[src/rtl/mandelbrot_escape_time_unit_defines.svh]
// Assertion macros for the Mandelbrot escape-time unit.
// Used by the top level; expects clk and rst_n in the scope of each use.
`ifndef MANDELBROT_ESCAPE_TIME_UNIT_DEFINES_SVH
`define MANDELBROT_ESCAPE_TIME_UNIT_DEFINES_SVH

`ifndef SYNTHESIS

`define MBET_ASSERT_SAME(lbl, ante, cons) \
  lbl: assert property (@(posedge clk) disable iff (!rst_n) (ante) |-> (cons)) \
    else $error("mbet assertion failed");

`define MBET_ASSERT_NEXT(lbl, ante, cons) \
  lbl: assert property (@(posedge clk) disable iff (!rst_n) (ante) |=> (cons)) \
    else $error("mbet assertion failed");

`else

`define MBET_ASSERT_SAME(lbl, ante, cons)

`define MBET_ASSERT_NEXT(lbl, ante, cons)

`endif

`endif

[src/rtl/mbet_pkg.sv]
// Shared types, constants and helper functions of the Mandelbrot escape-time unit.
// No dependencies; used by every other RTL file.
`timescale 1ns / 1ps
`default_nettype none

package mbet_pkg;

  localparam int WORD_W  = 32;
  localparam int STEP_W  = 31;
  localparam int LIMIT_W = 16;
  localparam int CALC_W  = 66;
  localparam int PROD_W  = 2 * WORD_W;

  localparam int ADDR_W    = 5;
  localparam int REG_IDX_W = 3;
  localparam int DATA_W    = 32;

  localparam int Q_DEPTH = 2;
  localparam int Q_AW    = $clog2(Q_DEPTH);

  localparam logic [WORD_W-1:0]  REAL_ORIGIN_RST = 32'hD800_0000;
  localparam logic [WORD_W-1:0]  IMAG_ORIGIN_RST = 32'hF000_0000;
  localparam logic [STEP_W-1:0]  REAL_STEP_RST   = 31'd1174405;
  localparam logic [STEP_W-1:0]  IMAG_STEP_RST   = 31'd671089;
  localparam logic [LIMIT_W-1:0] ITER_LIMIT_RST  = 16'd1000;

  typedef enum logic [REG_IDX_W-1:0] {
    REG_REAL_ORIGIN = 3'd0,
    REG_IMAG_ORIGIN = 3'd1,
    REG_REAL_STEP   = 3'd2,
    REG_IMAG_STEP   = 3'd3,
    REG_ITER_LIMIT  = 3'd4
  } mbet_reg_t;

  typedef struct packed {
    logic [WORD_W-1:0]  real_origin;
    logic [WORD_W-1:0]  imag_origin;
    logic [STEP_W-1:0]  real_step;
    logic [STEP_W-1:0]  imag_step;
    logic [LIMIT_W-1:0] iteration_limit;
  } mbet_cfg_t;

  // Complex point c handed from the front end to the iteration core.
  typedef struct packed {
    logic [WORD_W-1:0] c_re;
    logic [WORD_W-1:0] c_im;
  } mbet_point_t;

  typedef struct packed {
    logic [LIMIT_W-1:0] iteration_count;
    logic               escaped;
  } mbet_result_t;

  typedef struct packed {
    logic busy;
    logic done;
  } mbet_core_st_t;

  // Clamp a wide signed value to the signed 32-bit word range.
  function automatic logic [WORD_W-1:0] sat_word(input logic signed [CALC_W-1:0] v);
    logic [WORD_W-1:0] res;
    if ((&v[CALC_W-1:WORD_W-1]) || !(|v[CALC_W-1:WORD_W-1])) begin
      res = v[WORD_W-1:0];
    end else if (v[CALC_W-1]) begin
      res = {1'b1, {(WORD_W-1){1'b0}}};
    end else begin
      res = {1'b0, {(WORD_W-1){1'b1}}};
    end
    return res;
  endfunction

endpackage

`default_nettype wire

[src/rtl/mbet_queue.sv]
// Short first-in first-out queue of mapped points between front end and core.
// Depends on mbet_pkg.
`timescale 1ns / 1ps
`default_nettype none

module mbet_queue (
  input  wire logic                  clk,
  input  wire logic                  rst_n,
  input  wire mbet_pkg::mbet_point_t push_data,
  input  wire logic                  push_valid,
  output logic                       push_ready,
  output mbet_pkg::mbet_point_t      pop_data,
  output logic                       pop_valid,
  input  wire logic                  pop_ready
);

  mbet_pkg::mbet_point_t           mem_r [mbet_pkg::Q_DEPTH];
  logic [mbet_pkg::Q_AW-1:0]       wr_ptr_r;
  logic [mbet_pkg::Q_AW-1:0]       rd_ptr_r;
  logic [mbet_pkg::Q_AW:0]         count_r;

  logic do_push;
  logic do_pop;

  assign push_ready = (count_r != (mbet_pkg::Q_AW+1)'(mbet_pkg::Q_DEPTH));
  assign pop_valid  = (count_r != '0);
  assign pop_data   = mem_r[rd_ptr_r];
  assign do_push    = push_valid && push_ready;
  assign do_pop     = pop_valid && pop_ready;

  always_ff @(posedge clk) begin
    if (!rst_n) begin
      wr_ptr_r <= '0;
      rd_ptr_r <= '0;
      count_r  <= '0;
    end else begin
      if (do_push) begin
        wr_ptr_r <= wr_ptr_r + 1'b1;
      end
      if (do_pop) begin
        rd_ptr_r <= rd_ptr_r + 1'b1;
      end
      if (do_push && !do_pop) begin
        count_r <= count_r + 1'b1;
      end else if (do_pop && !do_push) begin
        count_r <= count_r - 1'b1;
      end
    end
  end

  always_ff @(posedge clk) begin
    if (do_push) begin
      mem_r[wr_ptr_r] <= push_data;
    end
  end

endmodule

`default_nettype wire

[config.mk]
export PLATFORM = sky130hd
export DESIGN_NAME = mbet_queue
export DESIGN_NICKNAME = d
export VERILOG_FILES = /design/src/rtl/mandelbrot_escape_time_unit_defines.svh /design/src/rtl/mbet_pkg.sv /design/src/rtl/mbet_queue.sv
export SDC_FILE = /design/constraint.sdc
export NUM_CORES = 1
export LEC_CHECK = 0
export BUFFER_PORTS_ARGS = -buffer_cell sky130_fd_sc_hd__buf_4
export CORE_MARGIN = 8
export CORE_UTILIZATION = 55
export CTS_BUF_LIST = sky130_fd_sc_hd__clkbuf_8
export CTS_CLUSTER_SIZE = 28
export DETAILED_ROUTE_END_ITERATION = 12
export PLACE_DENSITY = 0.91
export SKIP_LAST_GASP = 1
export SYNTH_ARGS = -nofsm -noshare
export SYNTH_HDL_FRONTEND = slang
export SYNTH_SLANG_ARGS = --single-unit
[constraint.sdc]
create_clock -name clk -period 6.4 [get_ports clk]
set_input_delay 1.28 -clock clk [delete_from_list [all_inputs] [get_ports clk]]
set_output_delay 1.28 -clock clk [all_outputs]
set_load 0.005 [all_outputs]
; ---- Yosys cells after proc, flatten, opt, wreduce, memory -nomap -nowiden
; Memories as Yosys holds them, arrays and structs flattened. A register that Yosys moved wholly into a read port is not among the register bits.
; Index checks and enable logic that the tools add are counted.
; W data, S select, Z words.
[word_totals]
reg_bits = 4
latch_bits = 0
mem_bits_rw = 128
rom_bits = 0
inputBits = 68
output_inout_bits = 66
memories = 1
[mem_list]
columns = name, depth, word_bits, rd, rd_clocked_by_memory_dff, write_ports, line_no
row1 = mem_r, 2, 64, 1, 1, 1, mbet_queue.sv:17  ; mbet_pkg::mbet_point_t mem_r [mbet_pkg::Q_DEPTH];
[classes]
add_sub_neg = 4
mul = 0
n_div = 0
n_lt_le_gt_ge = 0
n_eq_ne = 1
shift = 0
n_mux = 6
bitwise = 0
reduce_logical = 8
[op_table]
columns = cell, count
row1 = $logic_and A1 B1 Y1, 4
row2 = $mux W1, 4
row3 = $mux W2, 2
row4 = $reduce_bool A2 Y1, 2
row5 = $add A1 B1 Y1 const B, 2
row6 = $add A2 B1 Y2 const B, 1
row7 = $logic_not A1 Y1, 2
row8 = $ne A2 B2 Y1 const B, 1
row9 = $sub A2 B1 Y2 const B, 1

; ---- Logic depth before layout (Yosys ltp)
[depth]
ltp_word = 6
depth_mapped = 6
ltp_nobuf = 6

; ---- Worst setup path before layout
; OpenSTA, ideal clock, no wires.
[synth_timing]
path_kind = input to register
start = input port push_valid
end = memory mem_r[1][0] (netlist bit), enable pin
setup_time_ps = 429
arrival_ps = 2835
t_required_ps = 5971
slack_ps = 3136
path_stages = 1
n_path_buf = 0
cell_sequence = and3_1
[synth_via]
elab_chain_cells = 3
[synth_rtl]
columns = element, line_no
row1 = start: declaration, mbet_queue.sv:10  ; input wire logic push_valid,
row2 = $logic_and A1 B1 Y1, mbet_queue.sv:28  ; assign do_push = push_valid && push_ready;
row3 = $mux W1, mbet_queue.sv:52  ; if (do_push) begin
row4 = $mux W1 (implied by the code), mbet_queue.sv:53  ; mem_r[wr_ptr_r] <= push_data;
row5 = end: declaration, mbet_queue.sv:17
; Every way passes these cells.

==> flow_summary.json <==
{
  "yosysMostFrequentCell": "edfxtp_1",
  "path_class": "register to primary output",
  "finalCritPeriodShare_pct": 55.9,
  "fill_cells": 541,
  "finalPower_mw": 2.36,
  "p_switching_uw": 622,
  "report.final.slew_viol_count": 0,
  "ant_nets": 0,
  "fin_cells": 492,
  "required_ps": 5120,
  "cts_max_path_buffers": 2,
  "grt_use_total_pct": 16.4,
  "syn_area_per_cell_sq_um": 21.8,
  "ys_seq_area_share_pct": 81.2,
  "place.gp.congestion": 0.694,
  "yosysWarnings": 0,
  "numCtsBuffers": 17,
  "clock-sinks": 133,
  "die_area_sq_um": 12100,
  "overflow": 0,
  "netlist_instances": 223,
  "drt_first_iter_violations": 114,
  "clk_latency_ps": 430,
  "worstMarginPinSlew_ps": 737,
  "synth_common_cells": "edfxtp_1, mux2_2, buf_4",
  "vdd_drop_max_mv": 0.266,
  "final_area_sq_um": 6330,
  "drive_above_1_share_pct": 61.5,
  "skew_ps": 12.6,
  "synthTopCellsByArea": "edfxtp_1, mux2_2, dfxtp_1",
  "antenna_found_initial": 0,
  "use_met1_pct": 17.1,
  "yosysTopAreaCell": "edfxtp_1",
  "setup_viol": 0,
  "sw_frac_of_total_pct": 26.4,
  "die_w_um": 110,
  "slew_headroom_pct": 50.9,
  "drt_first_pass_iters": 4,
  "holdBufCountCts": 0,
  "drc_errors": 0,
  "grt_pass1_wl_mm": 14.5,
  "worstHoldPathType": "register to register",
  "cts_root_buf": "clkbuf_8",
  "synth_ff_type": "edfxtp_1",
  "status": "finished, final reports clean",
  "end_kind": "primary output",
  "finalSetupTns_ps": 0,
  "syn2layout_area_growth_pct": 30.3,
  "dp.cells": 460,
  "power_report.internal_total_mw": 1.74,
  "clk_pin_slew_worst_paths_ps": 70,
  "crit_fanout": 34,
  "netlist.area_leader.share_pct": 79.1,
  "start_util_pct": 56.2,
  "coreArea_sq_um": 8640,
  "ys_ff_latch": 133,
  "hold_slack_ps": 554,
  "row_count": 34,
  "cp-start-kind": "register",
  "met2_usage_pct": 28.4,
  "dpl-instance-area_sq_um": 5970,
  "seq_power_share_pct": 48.5,
  "hold_violations": 0,
  "period_needed_ps": 3580,
  "cp.arrival_ps": 2300,
  "power_density_nw_per_um2": 373,
  "grt_setup_unrepaired": "no",
  "grt_most_used_layer": "met2",
  "diodes": 0,
  "finalWirelength_mm": 9.59,
  "grt_max_degree": 44,
  "die_h_um": 110,
  "async_reset_ff_share_pct": 0,
  "max_freq_ghz": 0.279,
  "grt_use_met3_pct": 7.38,
  "netlist_area_sq_um": 4860,
  "post_cts_buffers": 0,
  "cts_tree": "built",
  "numPortBuffers": 133,
  "fin_nets": 440,
  "post-dp-hpwl_mm": 6.56,
  "cts_max_level": 4,
  "synth_fp_nets": 292,
  "pwr-share-comb_pct": 24.7,
  "wire_per_inst_um": 19.5,
  "grt_pass1_vias": 2883,
  "io_pins": 134,
  "yosysUniqueCellTypes": 20,
  "synth_edf_count": 128,
  "drt-vias-per-instance": 5.13,
  "leakagePower_nw": 2.36,
  "drv_cap": 0,
  "cts_resized": 0,
  "vias": 2522,
  "clkPwrFrac_pct": 26.8
}
area by class of cell:
class	count	area [sq um]	area share, %
clock inverter	15	131	2.08
tap	108	135	2.13
clock buffer	17	234	3.70
timing repair buffer	136	1020	16.1
sequential	133	3950	62.3
multi-input combinational	82	861	13.6
inverter	1	3.75	0.0593
path summary, 6_finish.rpt:
path,start,depth (start not counted),slack [ps],to
worst max-delay path,register,3,2820,pop_data[40]
worst min-delay path,count_r[1],2,550,count_r[1]
worst max register to register,count_r[0],3,4270,mem_r[1][48]
worst min register to register,count_r[1],2,550,count_r[1]
kinds of logic (layout without fill, tap and decap cells):
kind of cell    Yosys count  count (layout)  share of synthesized area, %
fa+ha+maj                 1               1                         0.258
mux                      64              64                          14.8
flops                   133             133                          81.2
xor+xnor                  3               3                         0.541
buf+inv                   8             169                          1.11
simple gates              9               9                          1.34
compound gates            5               5                         0.721
cell usage in the layout, fill, tap and decap left out, drive strengths merged:
master	netlist	final
dfxtp	5	5
or3	1	1
xnor2	2	2
edfxtp	128	128
clkinvlp	0	6
buf	7	136
nand3b	1	1
a21boi	2	2
ha	1	1
nand2b	1	1
and3	1	1
or2	1	1
mux2	64	64
and2	4	4
clkinv	0	4
a21bo	1	1
bufinv	0	1
clkbuf	0	17
o21ai	2	2
xor2	1	1
inv	1	5
registers in the layout, summed over array words and instances, names as in the netlist, named ones only:
signal	count
count_r	2
wr_ptr_r	1
rd_ptr_r	1
mem_r	128
metrics by stage:
stage	setup WS (ps)	util, %
floorplan	3140	-
global placement	3240	69.1
detailed placement	3220	69.1
CTS	2760	73.3
global route	2650	73.3
finish	2820	73.3
layer usage:
metal	vias to the layer above	share of wire (%)
li1	1175	-
met1	1236	37
met2	95	53
met3	16	8.4
met4	0	1.7
met5	-	0
worst max-delay path: stages, from the launching register on:
cell and delay [ps]:
dfxtp_2 810, buf_4 510, mux2_2 400, buf_4 140
power by group through the flow:
stage                     combinational [mW]  clock, mW  sequential (mW)
final                                  0.582      0.633             1.15
after global placement                 0.576          0             1.16
after detailed placement               0.587          0             1.17
after global routing                   0.629      0.683             1.16
after floorplan                        0.323          0             1.13
after CTS                              0.596      0.649             1.15
No activity file was read; power rests on OpenSTA's default activity.
