==> src/rtl/mandelbrot_escape_time_unit_defines.svh <==
// Assertion macros for the Mandelbrot escape-time unit.
// Used by the top level; expects clk and rst_n in the scope of each use.
`ifndef MANDELBROT_ESCAPE_TIME_UNIT_DEFINES_SVH
`define MANDELBROT_ESCAPE_TIME_UNIT_DEFINES_SVH

`ifndef SYNTHESIS

`define MBET_ASSERT_SAME(lbl, ante, cons) \
  lbl: assert property (@(posedge clk) disable iff (!rst_n) (ante) |-> (cons)) \
    else $error("mbet assertion failed");

`define MBET_ASSERT_NEXT(lbl, ante, cons) \
  lbl: assert property (@(posedge clk) disable iff (!rst_n) (ante) |=> (cons)) \
    else $error("mbet assertion failed");

`else

`define MBET_ASSERT_SAME(lbl, ante, cons)

`define MBET_ASSERT_NEXT(lbl, ante, cons)

`endif

`endif

==> src/rtl/mbet_pkg.sv <==
// Shared types, constants and helper functions of the Mandelbrot escape-time unit.
// No dependencies; used by every other RTL file.
`timescale 1ns / 1ps
`default_nettype none

package mbet_pkg;

  localparam int WORD_W  = 32;
  localparam int STEP_W  = 31;
  localparam int LIMIT_W = 16;
  localparam int CALC_W  = 66;
  localparam int PROD_W  = 2 * WORD_W;

  localparam int ADDR_W    = 5;
  localparam int REG_IDX_W = 3;
  localparam int DATA_W    = 32;

  localparam int Q_DEPTH = 2;
  localparam int Q_AW    = $clog2(Q_DEPTH);

  localparam logic [WORD_W-1:0]  REAL_ORIGIN_RST = 32'hD800_0000;
  localparam logic [WORD_W-1:0]  IMAG_ORIGIN_RST = 32'hF000_0000;
  localparam logic [STEP_W-1:0]  REAL_STEP_RST   = 31'd1174405;
  localparam logic [STEP_W-1:0]  IMAG_STEP_RST   = 31'd671089;
  localparam logic [LIMIT_W-1:0] ITER_LIMIT_RST  = 16'd1000;

  typedef enum logic [REG_IDX_W-1:0] {
    REG_REAL_ORIGIN = 3'd0,
    REG_IMAG_ORIGIN = 3'd1,
    REG_REAL_STEP   = 3'd2,
    REG_IMAG_STEP   = 3'd3,
    REG_ITER_LIMIT  = 3'd4
  } mbet_reg_t;

  typedef struct packed {
    logic [WORD_W-1:0]  real_origin;
    logic [WORD_W-1:0]  imag_origin;
    logic [STEP_W-1:0]  real_step;
    logic [STEP_W-1:0]  imag_step;
    logic [LIMIT_W-1:0] iteration_limit;
  } mbet_cfg_t;

  // Complex point c handed from the front end to the iteration core.
  typedef struct packed {
    logic [WORD_W-1:0] c_re;
    logic [WORD_W-1:0] c_im;
  } mbet_point_t;

  typedef struct packed {
    logic [LIMIT_W-1:0] iteration_count;
    logic               escaped;
  } mbet_result_t;

  typedef struct packed {
    logic busy;
    logic done;
  } mbet_core_st_t;

  // Clamp a wide signed value to the signed 32-bit word range.
  function automatic logic [WORD_W-1:0] sat_word(input logic signed [CALC_W-1:0] v);
    logic [WORD_W-1:0] res;
    if ((&v[CALC_W-1:WORD_W-1]) || !(|v[CALC_W-1:WORD_W-1])) begin
      res = v[WORD_W-1:0];
    end else if (v[CALC_W-1]) begin
      res = {1'b1, {(WORD_W-1){1'b0}}};
    end else begin
      res = {1'b0, {(WORD_W-1){1'b1}}};
    end
    return res;
  endfunction

endpackage

`default_nettype wire

==> src/rtl/mbet_ifs.sv <==
// Valid/ready channel interfaces: pixel requests in, escape-time results out.
// Depends on mbet_pkg for the result field widths.
`timescale 1ns / 1ps
`default_nettype none

interface mbet_pix_if #(
  parameter int PIXEL_BITS = 11
) ();
  logic                  valid;
  logic                  ready;
  logic [PIXEL_BITS-1:0] pixel_column;
  logic [PIXEL_BITS-1:0] pixel_row;

  modport source (output valid, output pixel_column, output pixel_row, input ready);
  modport sink   (input valid, input pixel_column, input pixel_row, output ready);
endinterface


`default_nettype wire

==> src/rtl/mbet_front.sv <==
// Front end: accepts pixel requests and maps each pixel to the complex point c.
// Depends on mbet_pkg and mbet_pix_if.
`timescale 1ns / 1ps
`default_nettype none

module mbet_front #(
  parameter int PIXEL_BITS = 11
) (
  input  wire logic                  clk,
  input  wire logic                  rst_n,
  input  wire mbet_pkg::mbet_cfg_t   cfg,
  mbet_pix_if.sink                   pix,
  output mbet_pkg::mbet_point_t      pt,
  output logic                       pt_valid,
  input  wire logic                  pt_ready
);

  localparam int MUL_W = PIXEL_BITS + mbet_pkg::STEP_W;

  logic             s1_valid_r;
  logic [MUL_W-1:0] col_prod_r;
  logic [MUL_W-1:0] row_prod_r;
  logic             s2_valid_r;
  mbet_pkg::mbet_point_t pt_r;

  logic adv2;
  logic adv1;
  logic signed [mbet_pkg::CALC_W-1:0] re_sum;
  logic signed [mbet_pkg::CALC_W-1:0] im_sum;

  assign adv2      = !s2_valid_r || pt_ready;
  assign adv1      = !s1_valid_r || adv2;
  assign pix.ready = adv1;

  always_comb begin
    re_sum = mbet_pkg::CALC_W'($signed(cfg.real_origin))
           + $signed(mbet_pkg::CALC_W'(col_prod_r));
    im_sum = mbet_pkg::CALC_W'($signed(cfg.imag_origin))
           + $signed(mbet_pkg::CALC_W'(row_prod_r));
  end

  always_ff @(posedge clk) begin
    if (!rst_n) begin
      s1_valid_r <= 1'b0;
      s2_valid_r <= 1'b0;
    end else begin
      if (adv1) begin
        s1_valid_r <= pix.valid;
      end
      if (adv2) begin
        s2_valid_r <= s1_valid_r;
      end
    end
  end

  // Stage one: pixel index times step; stage two: add origin and clamp.
  always_ff @(posedge clk) begin
    if (adv1 && pix.valid) begin
      col_prod_r <= MUL_W'(pix.pixel_column) * MUL_W'(cfg.real_step);
      row_prod_r <= MUL_W'(pix.pixel_row) * MUL_W'(cfg.imag_step);
    end
    if (adv2 && s1_valid_r) begin
      pt_r.c_re <= mbet_pkg::sat_word(re_sum);
      pt_r.c_im <= mbet_pkg::sat_word(im_sum);
    end
  end

  assign pt       = pt_r;
  assign pt_valid = s2_valid_r;

endmodule

`default_nettype wire

==> src/flat_wrapper.sv <==
// flat-port wrapper written by rule: the top's interface ports become plain ports
module mbet_front_flat 
#(
  parameter int PIXEL_BITS = 11
)
  (clk, rst_n, cfg, pt, pt_valid, pt_ready, pix_valid, pix_pixel_column, pix_pixel_row, pix_ready);
  mbet_pix_if #(.PIXEL_BITS(PIXEL_BITS)) pix_i ();
  input  wire logic clk;
  input  wire logic rst_n;
  input  wire mbet_pkg::mbet_cfg_t cfg;
  output mbet_pkg::mbet_point_t pt;
  output logic pt_valid;
  input  wire logic pt_ready;
  input wire logic [$bits(pix_i.valid)-1:0] pix_valid;
  input wire logic [$bits(pix_i.pixel_column)-1:0] pix_pixel_column;
  input wire logic [$bits(pix_i.pixel_row)-1:0] pix_pixel_row;
  output wire logic [$bits(pix_i.ready)-1:0] pix_ready;
  assign pix_i.valid = pix_valid;
  assign pix_i.pixel_column = pix_pixel_column;
  assign pix_i.pixel_row = pix_pixel_row;
  assign pix_ready = pix_i.ready;
  mbet_front #(.PIXEL_BITS(PIXEL_BITS)) u_core (.clk(clk), .rst_n(rst_n), .cfg(cfg), .pix(pix_i), .pt(pt), .pt_valid(pt_valid), .pt_ready(pt_ready));
endmodule
==> config.mk <==
export PLATFORM = sky130hd
export DESIGN_NAME = mbet_front_flat
export DESIGN_NICKNAME = d
export VERILOG_FILES = /design/src/rtl/mandelbrot_escape_time_unit_defines.svh /design/src/rtl/mbet_pkg.sv /design/src/rtl/mbet_ifs.sv /design/src/rtl/mbet_front.sv /design/src/flat_wrapper.sv
export SDC_FILE = /design/constraint.sdc
export NUM_CORES = 2
export LEC_CHECK = 0
export ABC_AREA = 1
export BUFFER_PORTS_ARGS = -buffer_cell sky130_fd_sc_hd__buf_2
export CORE_MARGIN = 10
export CORE_UTILIZATION = 50
export DETAILED_ROUTE_END_ITERATION = 8
export PLACE_DENSITY = 0.68
export SETUP_SLACK_MARGIN = 0.02
export SLEW_MARGIN = 30
export SYNTH_ARGS = -nofsm -noshare
export SYNTH_HDL_FRONTEND = slang
export SYNTH_SLANG_ARGS = --single-unit
==> constraint.sdc <==
create_clock -name clk -period 7.44 [get_ports clk]
set_input_delay 0 -clock clk [delete_from_list [all_inputs] [get_ports clk]]
set_output_delay 0 -clock clk [all_outputs]
set_load 0.02 [all_outputs]
# After elaboration in Yosys (flattened, before gate mapping)
# Index checks and enable logic that the tools add are counted.
# word_totals
input_bits,168
word_cells,28
out_inout_bits,66
ff_bits,150
# classes
n_mux,4
mul,2
add_sub_neg,2
n_reduce_logical,14
# op_table
operator,n
two-way mux 32 bit,4
adder 32 x 43 -> 44 bit,2
multiplier 11 x 31 -> 42 bit,2
AND reduction 35 bit,2
OR reduction 35 bit,2
logical NOT 1 bit,4
logical OR 1 bit,4
logical AND 1 bit,2

# Depth between registers and ports, before layout
# logic_depth
ltp_word,5
depth_mapped,26
ltp_nobuf,25

# Worst setup path before layout
# Ideal clock, no wire load.
# synth_timing
kind,in2reg
startpoint,input port cfg[54] (netlist name)
endpoint,"register u_core.col_prod_r[36], data pin"
arrival_time_ns,4.670
setup_ns,0.252
setup_slack_ns,2.518
t_required_ns,7.188
path_stages,23
path_buffers,1
path_cell_list,clkbuf_1 > nand2_1 > fa_1 > fa_1 > fa_1 > inv_1 > fa_1 > inv_1 > fa_1 > inv_1 > ha_1 > nand2_1 > inv_1 > a21oi_1 > nand2_1 > a21oi_1 > o21ai_0 > a21oi_1 > o21ai_0 > nand2_1 > nand2_1 > nand2_1 > nand2_1
# synth_between
elab_chain_cells,1
# synth_rtl
item,line,source
start: declaration,flat_wrapper.sv:10,input wire mbet_pkg::mbet_cfg_t cfg;
multiplier 11 x 31 -> 42 bit,mbet_front.sv:59,col_prod_r <= MUL_W'(pix.pixel_column) * MUL_W'(cfg.real_step);
end signal: assignment,mbet_front.sv:59,
end: declaration,mbet_front.sv:21,logic [MUL_W-1:0] col_prod_r;
# No other way between the ends.
# A chain may end at the register's enable or synchronous reset.

# Worst setup path in the final report
# layout_timing
startpoint,input port pix_pixel_column[5]
endpoint,"register u_core.col_prod_r[36], data pin"
# layout_between
elab_chain_cells,1
# layout_rtl
item,line,source
start: declaration,flat_wrapper.sv:15,input wire logic [$bits(pix_i.pixel_column)-1:0] pix_pixel_column;
multiplier 11 x 31 -> 42 bit,mbet_front.sv:59,
# No other way between the ends.

==> results by stage <==
Critical path:
- Among all stages on the critical path, the largest delay is contributed by sky130_fd_sc_hd__fa_1.
- The critical path goes through buf_2, nand2_1, fa_1, inv_1, fa_1, fa_1, fa_1, inv_1, fa_1, inv_1, ha_1, nand2_1, nor2_1, inv_1, nor2_1, inv_1, o21ai_0, a21oi_1, o21ai_0, nand2_1, nand3_1, nand2_1.
- The type of the setup path with the least slack is primary input to flip-flop.
- The data required time of the worst path is 7.65 ns.
- The delay contributed by the slowest stage of the critical path is 0.58 ns.
- The worst setup path is launched from a primary input.
- Data arrives at the worst endpoint at 5.68 ns.
- The kind of end point of the critical path is a flip-flop.
- Of all nets on the critical path, the largest fanout is 31.

Floorplanning:
- The die span in x is 280.5 um.
- 234 I/O pins were placed.
- The placeable core region is 67,280 um2.
- The number of core rows is 95.
- The area of the die is 78,690 um2.
- The initial standard-cell utilization of the core is 50.44%.
- The die span in y is 280.5 um.

Clock network:
- TritonCTS built the clock tree.
- The clock reaches the later pin of the worst-skew pair after 0.45 ns.
- Buffers added to address setup during post-CTS repair amount to 0.
- The number of buffers created by CTS is 17.
- The clock slew seen by the registers of the worst setup and hold paths is 0.06 ns.
- In this run, post-CTS hold repair placed 6 buffers.
- The number of instances resized during post-cts repair is 0.
- For this design, the sink count on the clock tree is 150.
- The maximum count of clock buffers along a single path is 2.
- The root buffer cell chosen for the clock tree is sky130_fd_sc_hd__clkbuf_16.
- The H-tree depth reported by CTS is 4.

Routing:
- The routed wire length is 91,180 um.
- After detailed routing, the average wire length per cell comes to 16.02 um.
- For this run, the detailed router's first-pass iteration total came to 5.
- For this run, design rule violations remaining after detail routing come to 0.
- The number of DRC violations after detailed-routing iteration 0 is 2,071.
- The count of nets left with antenna violations after detail routing is 0.
- Across all layers, the routed design uses 28,870 vias.
- The via count normalized by instance count is 5.072.

Run status:
- The run finished with clean final reports.

Placement:
- The HPWL after detailed placement is 76,000 um.
- The number of cells after detailed placement is 5,647.
- The count of buffers from port buffering is 217.
- The final weighted congestion in routability-driven placement is 0.9465.

Timing:
- The number of hold violations in the final report is 0.
- The worst slew slack as a fraction of its limit is 40.32%.
- The final max-slew violation count is 0.
- At the pin with the least slew margin, the transition time is 0.8930 ns.
- Static timing analysis puts the maximum clock frequency at 182.8 MHz.
- The final worst-path cycle share is 73.54%.
- The final number of setup-violating endpoints is 0.
- The final sum of negative setup slack is 0 ns.
- For the final database, setup skew stands at 0.01051 ns.
- The shortest period the worst path allows is 5.472 ns.
- Setup repair after global routing left no endpoint under its margin.

Synthesis:
- For this run, asynchronously set or reset flops after synthesis account for 0%.
- The synthesis warning total is 0.
- The library cell with the largest summed area after synthesis is sky130_fd_sc_hd__fa_1.
- The total nets after synthesis is 5,631.
- The commonest cells after synthesis are 1,594 x sky130_fd_sc_hd__nand2_1, 1,143 x sky130_fd_sc_hd__inv_1, 522 x sky130_fd_sc_hd__fa_1.
- Ranked by total cell area, the synthesized netlist is headed by sky130_fd_sc_hd__fa_1 31%, sky130_fd_sc_hd__nand2_1 18%, sky130_fd_sc_hd__edfxtp_1 13%.
- Sequential cells were found to cover 13.21% of the synthesized design area.
- The post-synthesis area per instance is 7.228 um2.
- Counting distinct cell types in the post-synthesis netlist gives 45.
- The most common cell in the synthesized netlist is sky130_fd_sc_hd__nand2_1.
- Counting every instance in the synthesized netlist gives 4,695.
- The synthesized netlist occupies a cell area of 33,940 um2.
- The area share of the largest cell type after synthesis is 30.79%.
- The register bit total from synthesis is 150.
- The number of synthesized flops with an enable pin is 148.
- The most used flip-flop cell after synthesis is sky130_fd_sc_hd__edfxtp_1.

Layout:
- Once layout is complete, the cells apart from fillers number 5,691.
- The layout filler cell count is 6,653.
- The number of nets at the end of the flow is 5,735.
- The area growth from synthesis to layout is 6.729%.
- Across the whole layout, storage elements account for 4484 um2.
- The area taken by multi-input logic gates is 24,560 um2.
- The share of post-route cells with drive strength above 1 is 6.110%.

GRT:
- The leftover overflow at the end of global routing is 0.
- The via count of the first global-routing pass is 29,480.
- The met2 layer usage reported by global route is 36.66%.
- For this run, global-route usage on met1 was measured as 34.49%.
- The global routing usage on met3 is 3.209%.
- Global routing used 23.71% of the available tracks across all layers.
- The first global-routing pass estimated 151,400 um of wire.
- The most utilized layer in the global route result is met2.
- The number of antenna violations at the first check in global routing was 7.
- Entering global routing, the biggest net connects 85 pins.

Power and ir drop:
- The worst vdd rail ir drop is 0.3291 mV.
- The leakage power is 0.02061 uW.
- The power per cell area is 475.1 nW/um2.

Hold path:
- In this run the worst hold path is classified as primary input to flip-flop.

Job:
- The count of max-cap constraint violations is 0.
worst max-delay path: cells and delay by family:
kind	cells	cell delay, ns
adder cells (fa/ha/maj)	6	2.95
AO/OA/AOI/OAI	3	0.99
AND/OR/NAND/NOR	7	0.87
buffers and inverters	6	0.83
routing by layer:
| layer | share of wire [%] | routed length, um |
|---|---|---|
| met2 | 44 | 40340 |
| met1 | 47 | 42560 |
| met5 | 0.012 | 11 |
| met3 | 7.2 | 6554 |
| met4 | 1.9 | 1713 |
through the flow:
| stage | hold WS, ns | utilization [%] | worst slack [ns] | total power (uW) | cell area (um2) |
|---|---|---|---|---|---|
| detailed placement | 0.2644 | 52.83 | 1.600 | 16070 | 35540 |
| CTS | 0.01957 | 53.81 | 2.071 | 17040 | 36200 |
| floorplan | 0.1316 | - | 2.518 | 12310 | 33940 |
| global route | 0.04619 | 53.83 | 1.606 | 19220 | 36220 |
| finish | 0.03208 | 53.83 | 1.968 | 17210 | 36220 |
| global placement | 0.2596 | 52.82 | 1.578 | 15940 | 35540 |
placed cells by master, fill, tap and decap left out, types with 4 or more instances in the layout:
cell type,count
sky130_fd_sc_hd__nand2_1,1594
sky130_fd_sc_hd__inv_1,1142
sky130_fd_sc_hd__fa_1,522
sky130_fd_sc_hd__nor2_1,252
sky130_fd_sc_hd__ha_1,246
sky130_fd_sc_hd__buf_2,217
sky130_fd_sc_hd__a21oi_1,164
sky130_fd_sc_hd__edfxtp_1,148
sky130_fd_sc_hd__nand3_1,104
sky130_fd_sc_hd__xor2_1,84
sky130_fd_sc_hd__o21ai_0,69
sky130_fd_sc_hd__xnor2_1,49
sky130_fd_sc_hd__a31oi_1,29
sky130_fd_sc_hd__o21bai_1,20
sky130_fd_sc_hd__nand4_1,19
sky130_fd_sc_hd__clkbuf_16,17
sky130_fd_sc_hd__nor3_1,12
sky130_fd_sc_hd__nor2_2,11
sky130_fd_sc_hd__nand2_2,9
sky130_fd_sc_hd__nor4_1,8
sky130_fd_sc_hd__nand3_2,8
sky130_fd_sc_hd__a21o_1,7
sky130_fd_sc_hd__o21a_1,7
sky130_fd_sc_hd__diode_2,6
sky130_fd_sc_hd__dlygate4sd3_1,6
sky130_fd_sc_hd__o211ai_1,4
sky130_fd_sc_hd__or2_1,4
sky130_fd_sc_hd__a21oi_2,4
sky130_fd_sc_hd__nand3b_1,4
sky130_fd_sc_hd__inv_6,4
layout make-up:
class | instances | area share (%)
clock buffers | 19 | 1.195
inverters | 1146 | 11.88
multi-input cells | 3259 | 67.80
repair buffers | 225 | 3.216
diodes | 6 | 0.04146
clock inverters | 13 | 0.4698
well taps | 873 | 3.016
flip-flops and latches | 150 | 12.38
cells by family (layout without fill, tap and decap cells):
logic type / count (synthesis) / after routing / synth area share [%]
AND/OR/NAND/NOR: 2037 / 2037 / 23.71
buffers and inverters: 1286 / 1403 / 14.46
adder cells (fa/ha/maj): 768 / 768 / 39.86
AO/OA/AOI/OAI: 320 / 320 / 5.276
flip-flops: 150 / 150 / 13.21
XOR/XNOR: 134 / 134 / 3.481
other: 0 / 6 / 0
path summary, 6_finish.rpt:
kind                              start               endpoint  slack [ns]  depth (start not counted)
hold / removal                  cfg[16]   u_core.row_prod_r[0]        0.03                          3
setup / recovery    pix_pixel_column[5]  u_core.col_prod_r[36]        1.97                         22
setup reg to reg  u_core.col_prod_r[14]          u_core.pt[47]        4.03                         16
hold reg to reg    u_core.col_prod_r[0]          u_core.pt[32]        0.69                          3
flip-flops by register name, summed over array words and instances (netlist names):
register	flops
u_core.s1_valid_r	1
u_core.row_prod_r	42
u_core.col_prod_r	42
u_core.pt	64
u_core.pt_valid	1
where the power goes:
group,switching [uW],internal [uW],total (uW)
Sequential,112,1810,1920
Combinational,9280,5120,14400
Clock,352,531,883
Total,9750,7460,17200
Note: power is estimated with default switching activity, not from simulation.
